$ cat src/qbf_pkg.sv
// qbf_pkg: shared types and constants of the quadratic bezier flattener
// no dependencies; imported by every module of the block
`timescale 1ns / 1ps

package qbf_pkg;

  localparam int LVL_W     = 3;
  localparam int CFG_IDX_W = 3;

  // deepest subdivision level, a piece at this level is emitted as is
  localparam logic [LVL_W-1:0] MAX_DEPTH = 3'd6;

  // configuration register indexes
  localparam logic [CFG_IDX_W-1:0] CFG_SCALE_X  = 3'd0;
  localparam logic [CFG_IDX_W-1:0] CFG_SCALE_Y  = 3'd1;
  localparam logic [CFG_IDX_W-1:0] CFG_OFFSET_X = 3'd2;
  localparam logic [CFG_IDX_W-1:0] CFG_OFFSET_Y = 3'd3;
  localparam logic [CFG_IDX_W-1:0] CFG_FLATNESS = 3'd4;

  typedef logic signed [31:0] fix_t;

  // one curve piece: three points in Q16.16 and its subdivision level
  typedef struct packed {
    fix_t             bx;
    fix_t             by;
    fix_t             cx;
    fix_t             cy;
    fix_t             fx;
    fix_t             fy;
    logic [LVL_W-1:0] lvl;
  } piece_t;

  typedef struct packed {
    logic push;
    logic pop;
  } stk_ctl_t;

endpackage

$ cat src/quad_bezier_flattener.sv
// quad_bezier_flattener: top level, sequencer, config registers, output register
// depends on qbf_pkg, qbf_xform, qbf_subdiv, qbf_stack
//
//   channel  ports                                        direction
//   in       in_valid/in_ready, in_begin_x .. in_finish_y  curve request in
//   out      out_valid/out_ready, out_line_*, out_last_*   segment out
//   cfg      cfg_valid/cfg_ready, cfg_index, cfg_data      register write in
//
// a curve is accepted, then transformed coordinate by coordinate on the one multiplier,
// then each piece passes the three evaluation states of the subdivision unit.
// in_ready is high only while idle.
// reset (synchronous, rst_n low) restores the config defaults and empties the stack.
// a flat piece waits in the last evaluation stage while the output register is full.
`timescale 1ns / 1ps

module quad_bezier_flattener import qbf_pkg::*; #(
  parameter int STACK_ENTRIES = 7
) (
  input  logic                 clk,
  input  logic                 rst_n,
  input  logic                 in_valid,
  output logic                 in_ready,
  input  logic signed [15:0]   in_begin_x,
  input  logic signed [15:0]   in_begin_y,
  input  logic signed [15:0]   in_control_x,
  input  logic signed [15:0]   in_control_y,
  input  logic signed [15:0]   in_finish_x,
  input  logic signed [15:0]   in_finish_y,
  output logic                 out_valid,
  input  logic                 out_ready,
  output logic signed [31:0]   out_line_x0,
  output logic signed [31:0]   out_line_y0,
  output logic signed [31:0]   out_line_x1,
  output logic signed [31:0]   out_line_y1,
  output logic                 out_last_segment,
  input  logic                 cfg_valid,
  output logic                 cfg_ready,
  input  logic [CFG_IDX_W-1:0] cfg_index,
  input  logic [31:0]          cfg_data
);

  localparam int SP_W = $clog2(STACK_ENTRIES + 1);

  localparam logic [2:0] ST_IDLE = 3'd0;
  localparam logic [2:0] ST_XF   = 3'd1;
  localparam logic [2:0] ST_EVA  = 3'd2;
  localparam logic [2:0] ST_EVB  = 3'd3;
  localparam logic [2:0] ST_EVC  = 3'd4;

  logic [2:0]  state_r;
  logic [2:0]  k_r;
  fix_t        scale_x_r, scale_y_r, offset_x_r, offset_y_r;
  logic [30:0] flatness_r;

  logic signed [15:0] coord_r [6];
  piece_t             cur_r;

  logic        out_valid_r;
  fix_t        out_x0_r, out_y0_r, out_x1_r, out_y1_r;
  logic        out_last_r;

  logic signed [15:0] xf_coord;
  fix_t               xf_scale, xf_offset, xf_result;
  logic               near;
  piece_t             lo_half, hi_half, top_data;
  logic [SP_W-1:0]    count;
  stk_ctl_t           stk_ctl;
  logic               piece_flat, out_free, emit;

  qbf_xform u_xform (
    .clk    (clk),
    .coord  (xf_coord),
    .scale  (xf_scale),
    .offset (xf_offset),
    .result (xf_result)
  );

  qbf_subdiv u_subdiv (
    .clk      (clk),
    .cur      (cur_r),
    .flatness (flatness_r),
    .near     (near),
    .lo_half  (lo_half),
    .hi_half  (hi_half)
  );

  qbf_stack #(.STACK_ENTRIES(STACK_ENTRIES)) u_stack (
    .clk       (clk),
    .rst_n     (rst_n),
    .ctl       (stk_ctl),
    .push_data (lo_half),
    .top_data  (top_data),
    .count     (count)
  );

  // even coordinates are x, odd are y; the adder works on the previous one
  always_comb begin
    case (k_r)
      3'd0:    xf_coord = coord_r[0];
      3'd1:    xf_coord = coord_r[1];
      3'd2:    xf_coord = coord_r[2];
      3'd3:    xf_coord = coord_r[3];
      3'd4:    xf_coord = coord_r[4];
      3'd5:    xf_coord = coord_r[5];
      default: xf_coord = '0;
    endcase
  end
  assign xf_scale  = k_r[0] ? scale_y_r : scale_x_r;
  assign xf_offset = k_r[0] ? offset_x_r : offset_y_r;

  assign piece_flat = near || (cur_r.lvl >= MAX_DEPTH) ||
                      ((SP_W+1)'(count) + (SP_W+1)'(2) > (SP_W+1)'(STACK_ENTRIES));
  assign out_free   = !out_valid_r || out_ready;
  assign emit       = (state_r == ST_EVC) && piece_flat && out_free;

  assign stk_ctl.push = (state_r == ST_EVC) && !piece_flat;
  assign stk_ctl.pop  = emit && (count != '0);

  always_ff @(posedge clk) begin
    if (!rst_n) begin
      state_r     <= ST_IDLE;
      k_r         <= '0;
      out_valid_r <= 1'b0;
      scale_x_r   <= 32'sd65536;
      scale_y_r   <= 32'sd65536;
      offset_x_r  <= '0;
      offset_y_r  <= '0;
      flatness_r  <= 31'd32768;
    end else begin
      if (cfg_valid) begin
        case (cfg_index)
          CFG_SCALE_X:  scale_x_r  <= cfg_data;
          CFG_SCALE_Y:  scale_y_r  <= cfg_data;
          CFG_OFFSET_X: offset_x_r <= cfg_data;
          CFG_OFFSET_Y: offset_y_r <= cfg_data;
          CFG_FLATNESS: flatness_r <= cfg_data[30:0];
          default: ;
        endcase
      end

      if (emit) begin
        out_valid_r <= 1'b1;
      end else if (out_ready) begin
        out_valid_r <= 1'b0;
      end

      case (state_r)
        ST_IDLE: begin
          if (in_valid) begin
            k_r     <= '0;
            state_r <= ST_XF;
          end
        end
        ST_XF: begin
          k_r <= k_r + 3'd1;
          if (k_r == 3'd6) begin
            state_r <= ST_EVA;
          end
        end
        ST_EVA: state_r <= ST_EVB;
        ST_EVB: state_r <= ST_EVC;
        ST_EVC: begin
          if (!piece_flat) begin
            state_r <= ST_EVA;
          end else if (out_free) begin
            state_r <= (count == '0) ? ST_IDLE : ST_EVA;
          end
        end
        default: state_r <= ST_IDLE;
      endcase
    end
  end

  always_ff @(posedge clk) begin
    if (state_r == ST_IDLE && in_valid) begin
      coord_r[0] <= in_begin_x;
      coord_r[1] <= in_begin_y;
      coord_r[2] <= in_control_x;
      coord_r[3] <= in_control_y;
      coord_r[4] <= in_finish_x;
      coord_r[5] <= in_finish_y;
    end

    if (state_r == ST_XF) begin
      case (k_r)
        3'd1: cur_r.bx <= xf_result;
        3'd2: cur_r.by <= xf_result;
        3'd3: cur_r.cx <= xf_result;
        3'd4: cur_r.cy <= xf_result;
        3'd5: cur_r.fx <= xf_result;
        3'd6: begin
          cur_r.fy  <= xf_result;
          cur_r.lvl <= '0;
        end
        default: ;
      endcase
    end else if (state_r == ST_EVC) begin
      if (!piece_flat) begin
        // earlier half goes on the stack, later half is worked on next
        cur_r <= hi_half;
      end else if (stk_ctl.pop) begin
        cur_r <= top_data;
      end
    end

    if (emit) begin
      out_x0_r   <= cur_r.bx;
      out_y0_r   <= cur_r.by;
      out_x1_r   <= cur_r.fx;
      out_y1_r   <= cur_r.fy;
      out_last_r <= (count == '0);
    end
  end

  assign in_ready         = (state_r == ST_IDLE);
  assign cfg_ready        = 1'b1;
  assign out_valid        = out_valid_r;
  assign out_line_x0      = out_x0_r;
  assign out_line_y0      = out_y0_r;
  assign out_line_x1      = out_x1_r;
  assign out_line_y1      = out_y1_r;
  assign out_last_segment = out_last_r;

endmodule

$ cat src/qbf_xform.sv
// qbf_xform: shared multiply-add-saturate unit for the affine transform
// depends on qbf_pkg; product registered, offset add and clamp follow
`timescale 1ns / 1ps

module qbf_xform import qbf_pkg::*; (
  input  logic               clk,
  input  logic signed [15:0] coord,
  input  fix_t               scale,
  input  fix_t               offset,
  output fix_t               result
);

  logic signed [47:0] prod_r;
  logic signed [47:0] prod_nxt;
  logic signed [48:0] sum;

  assign prod_nxt = 48'(coord) * 48'(scale);

  always_ff @(posedge clk) begin
    prod_r <= prod_nxt;
  end

  assign sum = {prod_r[47], prod_r} + {{17{offset[31]}}, offset};

  // clamp to the signed 32 bit range
  always_comb begin
    if (!sum[48] && (sum[47:31] != 17'h00000)) begin
      result = 32'sh7fffffff;
    end else if (sum[48] && (sum[47:31] != 17'h1ffff)) begin
      result = 32'sh80000000;
    end else begin
      result = sum[31:0];
    end
  end

endmodule

$ cat src/qbf_subdiv.sv
// qbf_subdiv: three stage evaluation of one curve piece (flatness and halves)
// depends on qbf_pkg; the input piece must stay stable for three cycles
`timescale 1ns / 1ps

module qbf_subdiv import qbf_pkg::*; (
  input  logic        clk,
  input  piece_t      cur,
  input  logic [30:0] flatness,
  output logic        near,
  output piece_t      lo_half,
  output piece_t      hi_half
);

  // floor((a + b) / 2), always fits 32 bits
  function automatic fix_t half_floor(input fix_t a, input fix_t b);
    logic signed [32:0] s;
    s = {a[31], a} + {b[31], b};
    return s[32:1];
  endfunction

  fix_t mx_r, my_r, c0x_r, c0y_r, c1x_r, c1y_r;
  fix_t vx_r, vy_r;
  logic [32:0] adx_r, ady_r;

  logic signed [32:0] dx, dy, ndx, ndy;
  logic [33:0] man_dist;

  assign dx  = {cur.cx[31], cur.cx} - {mx_r[31], mx_r};
  assign dy  = {cur.cy[31], cur.cy} - {my_r[31], my_r};
  assign ndx = {mx_r[31], mx_r} - {cur.cx[31], cur.cx};
  assign ndy = {my_r[31], my_r} - {cur.cy[31], cur.cy};

  always_ff @(posedge clk) begin
    // stage a: chord midpoint and control midpoints
    mx_r  <= half_floor(cur.bx, cur.fx);
    my_r  <= half_floor(cur.by, cur.fy);
    c0x_r <= half_floor(cur.bx, cur.cx);
    c0y_r <= half_floor(cur.by, cur.cy);
    c1x_r <= half_floor(cur.cx, cur.fx);
    c1y_r <= half_floor(cur.cy, cur.fy);
    // stage b: distance terms and split point
    adx_r <= dx[32] ? ndx : dx;
    ady_r <= dy[32] ? ndy : dy;
    vx_r  <= half_floor(c0x_r, c1x_r);
    vy_r  <= half_floor(c0y_r, c1y_r);
  end

  // stage c: manhattan distance against tolerance
  assign man_dist = {1'b0, adx_r} + {1'b0, ady_r};
  assign near     = (man_dist <= {3'b000, flatness});

  assign lo_half = '{bx: cur.bx, by: cur.by, cx: c0x_r, cy: c0y_r,
                     fx: vx_r, fy: vy_r, lvl: cur.lvl + 3'd1};
  assign hi_half = '{bx: vx_r, by: vy_r, cx: c1x_r, cy: c1y_r,
                     fx: cur.fx, fy: cur.fy, lvl: cur.lvl + 3'd1};

endmodule

$ cat src/qbf_stack.sv
// qbf_stack: register stack of pending curve pieces, one push or pop a cycle
// depends on qbf_pkg
`timescale 1ns / 1ps

module qbf_stack import qbf_pkg::*; #(
  parameter int STACK_ENTRIES = 7
) (
  input  logic                               clk,
  input  logic                               rst_n,
  input  stk_ctl_t                           ctl,
  input  piece_t                             push_data,
  output piece_t                             top_data,
  output logic [$clog2(STACK_ENTRIES+1)-1:0] count
);

  localparam int SP_W  = $clog2(STACK_ENTRIES + 1);
  localparam int IDX_W = $clog2(STACK_ENTRIES);

  piece_t           entries_r [STACK_ENTRIES];
  logic [SP_W-1:0]  count_r;
  logic [SP_W-1:0]  top_pos;
  logic [IDX_W-1:0] top_idx;

  assign top_pos = count_r - SP_W'(1);
  assign top_idx = top_pos[IDX_W-1:0];

  always_ff @(posedge clk) begin
    if (!rst_n) begin
      count_r <= '0;
    end else if (ctl.push) begin
      count_r <= count_r + SP_W'(1);
    end else if (ctl.pop) begin
      count_r <= top_pos;
    end
  end

  always_ff @(posedge clk) begin
    if (ctl.push) begin
      entries_r[count_r[IDX_W-1:0]] <= push_data;
    end
  end

  assign top_data = entries_r[top_idx];
  assign count    = count_r;

endmodule

$ cat config.mk
export PLATFORM = sky130hd
export DESIGN_NAME = quad_bezier_flattener
export DESIGN_NICKNAME = d
export VERILOG_FILES = /design/src/qbf_pkg.sv /design/src/quad_bezier_flattener.sv /design/src/qbf_xform.sv /design/src/qbf_subdiv.sv /design/src/qbf_stack.sv
export SDC_FILE = /design/constraint.sdc
export NUM_CORES = 2
export LEC_CHECK = 0
export ABC_AREA = 1
export BUFFER_PORTS_ARGS = -buffer_cell sky130_fd_sc_hd__buf_2
export CORE_MARGIN = 3
export CORE_UTILIZATION = 53
export DETAILED_ROUTE_END_ITERATION = 8
export PLACE_DENSITY = 0.69
export SLEW_MARGIN = 20
export SYNTH_ARGS = -nofsm -noshare
export SYNTH_HDL_FRONTEND = slang
export SYNTH_SLANG_ARGS = --single-unit
$ cat constraint.sdc
create_clock -name clk -period 22.8 [get_ports clk]
set_clock_uncertainty 0.2 [all_clocks]
set_input_delay 3.42 -clock clk [delete_from_list [all_inputs] [get_ports clk]]
set_output_delay 3.42 -clock clk [all_outputs]
set_load 0.01 [all_outputs]
After elaboration in Yosys (flattened, before gate mapping)

Memories as Yosys holds them, arrays and structs flattened.
Cells that the tools add are included.

Output and inout port bits: 132
Bits of input ports: 136
Word-level logic and storage cells: 155
Register bits after elaboration: 863
Bits in writable memories: 1461
Memories kept: 2

Memories:

| memory            | depth | bits a word | rd ports | clocked after memory_dff | write ports | line                        | RTL |
|---|---|---|---|---|---|---|---|
| u_stack.entries_r | 7     | 195         | 1        | 0                        | 1           | qbf_stack.sv:19             | `piece_t entries_r [STACK_ENTRIES];` |
| coord_r           | 6     | 16          | 6        | 0                        | 6           | quad_bezier_flattener.sv:55 | `logic signed [15:0] coord_r [6];` |

Add/subtract/negate cells: 19
$mul: 1
Order comparisons: 3
Reductions and logical operators: 39
Multiplexer cells: 33
Eq/ne operators: 24

Operators by type and width:

| kind                   | number |
|---|---|
| $mux W195              | 4 |
| $mux W32               | 11 |
| $add A32 B32 Y33       | 8 |
| $sub A32 B32 Y33       | 4 |
| $pmux W16 S6           | 1 |
| $add A48 B32 Y49       | 1 |
| $mul A16 B32 Y48       | 1 |
| $mux W35               | 1 |
| $add A33 B33 Y34       | 1 |
| $le A34 B31 Y1         | 1 |
| $mux W3                | 7 |
| $eq A3 B2 Y1 const B   | 6 |
| $reduce_and A3 Y1      | 6 |
| $ne A17 B17 Y1 const B | 1 |
| $reduce_bool A17 Y1    | 1 |
| $eq A3 B3 Y1 const B   | 5 |
| $pmux W3 S5            | 1 |
| $logic_not A3 Y1       | 4 |
| $reduce_and A2 Y1      | 6 |
| $reduce_bool A2 Y1     | 6 |
| $ne A2 B1 Y1 const B   | 5 |
| $add A3 B1 Y3 const B  | 3 |
| $eq A3 B1 Y1 const B   | 3 |
| $reduce_and A4 Y1      | 2 |
| 14 further kinds       | 30 |

Longest topological paths before layout

Depth after elaboration: 11
Mapped depth: 35
Gate-level depth less buffers: 33

Cells and area by module

From an unflattened synthesis, not the netlist that was laid out.

Cell total of the unflattened synthesis: 16571
Area total of the unflattened synthesis: 139795.3 um^2

Modules (own cells, without submodules):

| module                | cells an instance | area each (um^2) | times used |
|---|---|---|---|
| qbf_stack             | 5763              | 58578.7          | 1 |
| qbf_subdiv            | 5038              | 33498.4          | 1 |
| qbf_xform             | 3365              | 23874.1          | 1 |
| quad_bezier_flattener | 2405              | 23844.1          | 1 |

Worst setup path after synthesis

OpenSTA, ideal clock, no wires.

Kind: flip-flop to flip-flop
From: register u_subdiv.ady_r[0]
To: memory u_stack.entries_r[2][0] (netlist name), enable pin
Required time: 21.611 ns
Arrival: 16.390 ns
Path slack: 5.221 ns
Stages on the path, launching flop included: 27
Library setup time: 0.989 ns
Path through: dfxtp_1 > ha_1 > fa_1 > nand3_1 > nand2_1 > nand2_1 > nand2_1 > nand3_1 > nand2_1 > a21boi_0 > o31ai_1 > xor2_1 > ha_1 > nand2_1 > nor3_1 > nand2_1 > nand2_1 > nand2_1 > nand2_1 > nand2_1 > nand2_1 > nand2_1 > nand3_2 > nand3_1 > inv_1 > nand2_1 > nor3_1

Longest elaborated chain between the ends: 8

Ends and longest elaborated chain:

| item                            | line                         | RTL |
|---|---|---|
| start, declared                 | qbf_subdiv.sv:23             | `logic [32:0] adx_r, ady_r;` |
| start signal, assigned          | qbf_subdiv.sv:43             | `ady_r <= dy[32] ? ndy : dy;` |
| $add A33 B33 Y34                | qbf_subdiv.sv:49             | `assign man_dist = {1'b0, adx_r} + {1'b0, ady_r};` |
| $le A34 B31 Y1                  | qbf_subdiv.sv:50             | `assign near = (man_dist <= {3'b000, flatness});` |
| $logic_or A1 B1 Y1 (2 in a row) | quad_bezier_flattener.sv:111 | `assign piece_flat = near \|\| (cur_r.lvl >= MAX_DEPTH) \|\|` |
| $logic_not A1 Y1                | -                            |  |
| $logic_and A1 B1 Y1             | quad_bezier_flattener.sv:116 | `assign stk_ctl.push = (state_r == ST_EVC) && !piece_flat;` |
| $mux W1                         | qbf_stack.sv:38              | `if (ctl.push) begin` |
| $mux W1 (not written as such)   | qbf_stack.sv:39              | `entries_r[count_r[IDX_W-1:0]] <= push_data;` |
| end, declared                   | qbf_stack.sv:19              |  |

No other way between the ends.

Worst setup path in the final report

From: register k_r[0]
To: register u_xform.prod_r[47]

Longest elaborated chain between the ends: 3
Elaborated cells between the ends (all ways): 9
Those cells by class: mul: 1; eq/ne: 5; mux: 2; reduce/logical: 1

Ends and longest elaborated chain:

| item                                       | line                         | RTL |
|---|---|---|
| start, declared                            | quad_bezier_flattener.sv:51  | `logic [2:0] k_r;` |
| start signal, assigned                     | quad_bezier_flattener.sv:155 | `k_r <= k_r + 3'd1;` |
| $eq A3 B3 Y1, or another cell as far along | quad_bezier_flattener.sv:98  | `case (k_r)` |
| $pmux W16 S6                               | quad_bezier_flattener.sv:98  |  |
| $mul A16 B32 Y48 (*)                       | qbf_xform.sv:17              | `assign prod_nxt = 48'(coord) * 48'(scale);` |
| via u_xform.prod_nxt[47]                   | qbf_xform.sv:14              | `logic signed [47:0] prod_nxt;` |
| end signal, assigned                       | qbf_xform.sv:20              | `prod_r <= prod_nxt;` |
| end, declared                              | qbf_xform.sv:13              | `logic signed [47:0] prod_r;` |

The timed path passes the listed nets; every way through them passes the cells marked *.
A chain may end at the register's enable or synchronous reset.

==> impl_results.md <==
- Fin. Hold Viols: 0
- Max stage delay on crit path: 0.85 ns
- Compound-Gate Fraction of Synth Area: 0.119
- Total gr overflow: 0
- Leak: 56.8 nW
- Hpwl dp: 307 mm
- FMAX: 110 MHz
- First-pass GRT wire length: 622 mm
- Top cell type's share of synthesized area: 0.424
- Largest net degree at the start of global routing: 141
- First-pass DRT Iterations: 6
- Final worst-path cycle share: 0.398
- H-tree depth: 4
- Wire per inst: 25.7 um
- PD cells: 158 nW/um^2
- Post-Route WL: 427 mm
- I/O pins: 268
- Hold bufs inserted after CTS: 0
- Die height: 494 um
- Nets: 14,500
- Starting DRC count in detailed routing: 10,900
- Die width: 494 um
- Seq/Total Area, Yosys: 0.509
- Switch Pwr: 0.0104 W
- # DRC: 0
- Cells after synthesis: 12,900
- Kind of critical path: flop to flop
- Largest family of logic cells by synthesized area: simple AND/OR/NAND/NOR gates
- CP max FO: 50
- Max_cap viols: 0
- CTS Sinks: 2,324
- Sum Neg Setup Slack: 0 ns
- Asr flop ratio synth: 0
- Adder-cell share of the synthesized area: 0.140
- Status: finished clean
- Die Area: 244,000 um^2
- Min-delay src: offset_y_r[18]
- Mux cell area share after synthesis: 0.000158
- Final antenna-violating net count: 0
- Initial antenna violation count: 21
- Core Rows: 178
- Min-Delay Endpoint: offset_y_r[18]
- Sequential Power Share: 0.318
- Most common flop cell mapped by yosys: edfxtp_1
- Final setup violation count: 0
- Critical Path RT: 23.31 ns
- Combinational share of power: 0.497
- Sw Ratio: 0.468
- Reg2Reg Capture Point: u_xform.prod_r[47]
- R2R setup slack: 13.72 ns
- Post-CTS setup buffer count: 0
- GR Util All Layers: 0.343
- Worst reg2reg path depth: 28
- Initial Util: 0.535
- Mapped cell area: 126,000 um^2
- Crit start category: flop
- Mean post-synth cell area: 9.79 um^2
- Clock buffer depth: 3
- Root buffer cell: clkbuf_16
- Internal power: 0.0118 W
- Crit path capture type: flop
- Synth Warn #: 0
- Leading post-synthesis cells by cell area: edfxtp_1 42%, dfxtp_1 8.5%, fa_1 7.9%
- I/O Buffers: 266
- Synthesis-to-finish area growth: 10.8%
- Cell taking the most area after synthesis: edfxtp_1
- Worst r2r src: k_r[0]
- Tmin final: 9.08 ns
- Slew Viols, Final: 0
- Clock group share of total power: 0.185
- Tightest Pin Transition: 1.20 ns
- Routed vias/inst: 5.92
- CTS tree: built
- Post-Synth XOR/XNOR Area: 0.0308
- Slowest CP cell: inv_1
- #FFs+latches synth: 2,324
- Routability cong.: 1.02
- WHS Path Cells: 2
- Simple-gate share of the synthesized area: 0.142
- Share of cells above drive strength 1: 0.0734
- CTS-repair resized insts: 0
- Clock transition at path regs: 0.08 ns
- Vias in the first global route: 95,700
- Worst VDD drop: 0.155 mV
- Total chip power: 0.0222 W
- Type of the worst min-delay path: flop to flop
- Vias: 98,300
- Post-synth EDFFs: 1,785
- Skew-Pair Late Insertion Delay: 0.93 ns
- Unrepaired setup endpoints after global routing: false
- Cts bufs inserted: 234
- Slew headroom: 0.202
- Crit-path most repeated cell: fa_1
- Core box area: 236,000 um^2
- Yosys cell types: 62
- Arr. time, crit path: 9.59 ns
-- kinds of logic after synthesis --
logic type	after synthesis
multiplexers	2
XOR/XNOR	445
buffers and inverters	1920
flip-flops	2324
AND/OR/NAND/NOR	4365
AO/OA/AOI/OAI	2736
adder cells (fa/ha/maj)	1112
other	2
-- Yosys cell counts (10+ instances only) --
master,n
a21boi_0,19
dfxtp_1,539
buf_1,20
o22ai_1,11
nand2_2,41
buf_2,33
nand2_1,2083
buf_6,16
clkinv_1,10
buf_4,21
nor2_1,1422
o21bai_1,33
edfxtp_1,1785
o211ai_1,154
or2_2,77
nand3_1,399
nor3_1,191
a31oi_1,52
a221oi_1,12
a21oi_1,1027
a22o_1,27
fa_1,500
nor4_1,44
xnor2_1,153
xor2_1,292
nand4_1,80
inv_2,13
clkbuf_1,405
o21ai_0,1157
o2111ai_1,22
o221ai_1,64
ha_1,612
o21a_1,75
inv_1,1401
o21ai_1,42
-- registers in the layout, summed over array words and instances (netlist names), 33 cells and up --
signal and cells:
coord_r 96, cur_r 195, u_stack.entries_r 1365, u_subdiv.adx_r 33, u_subdiv.ady_r 33, u_xform.prod_r 48
-- how the worst max path moves through the flow --
| stage | startpoint | to | cells after the start |
|---|---|---|---|
| detailed placement | k_r[0] | u_xform.prod_r[44] | 26 |
| CTS | k_r[0] | u_xform.prod_r[44] | 26 |
| finish | k_r[0] | u_xform.prod_r[47] | 28 |
| global route | k_r[0] | u_xform.prod_r[47] | 31 |
| floorplan | u_subdiv.ady_r[0] | u_stack.entries_r[2][0] | 26 |
| global placement | k_r[0] | u_xform.prod_r[44] | 25 |
-- metrics by stage --
stage                     hold slack [ns]  area [um^2]   util  worst slack [ns]  cells
after floorplan                     0.224       127000      -              5.22  13100
after global placement              0.233       132000  0.557             13.77  16200
after detailed placement            0.240       132000  0.557             13.95  16200
after CTS                           0.249       140000  0.593             13.87  16600
after global routing                0.272       140000  0.593             13.30  16600
final                               0.249       140000  0.593             13.72  16600
-- layout by cell type (no fill, tap or decap), drive strengths merged, types with 500 or more instances in the layout --
cell    count
dfxtp     539
fa        500
edfxtp   1785
nand2    2126
inv      1425
nor2     1424
o21ai    1203
ha        612
a21oi    1029
-- power by group through the flow --
stage	clock network, W	registers (W)	logic, W
5_1_grt	0.00431	0.00710	0.0120
2_1_floorplan	0	0.00640	0.00739
3_3_place_gp	0	0.00706	0.0107
4_1_cts	0.00414	0.00702	0.0108
3_5_place_dp	0	0.00710	0.0107
6_report	0.00410	0.00706	0.0110
-- metal layers --
| metal | GRT usage | up-vias | part of all wire |
|---|---|---|---|
| li1 | - | 44200 | - |
| met1 | 0.495 | 48300 | 0.42 |
| met2 | 0.515 | 4968 | 0.44 |
| met3 | 0.0641 | 775 | 0.097 |
| met4 | 0.133 | 4 | 0.045 |
| met5 | 0 | - | 0.000063 |
-- layout make-up --
class	instances	area [um^2]
fillers	19900	96200
flip-flops and latches	2324	64400
multi-input cells	8856	55600
clock buffers	293	6310
inverters	1424	5370
well taps	3150	3940
repair buffers	404	2470
clock inverters	151	2050
diodes	5	12.5
-- critical path, delay by kind of cell, from the launching register on --
family / cells / cell delay (ns)
flops: 1 / 0.71
compound gates: 5 / 1.29
xor+xnor: 1 / 0.16
buf+inv: 6 / 1.70
simple gates: 8 / 1.00
fa+ha+maj: 8 / 3.83
(Power assumes the default switching activity.)
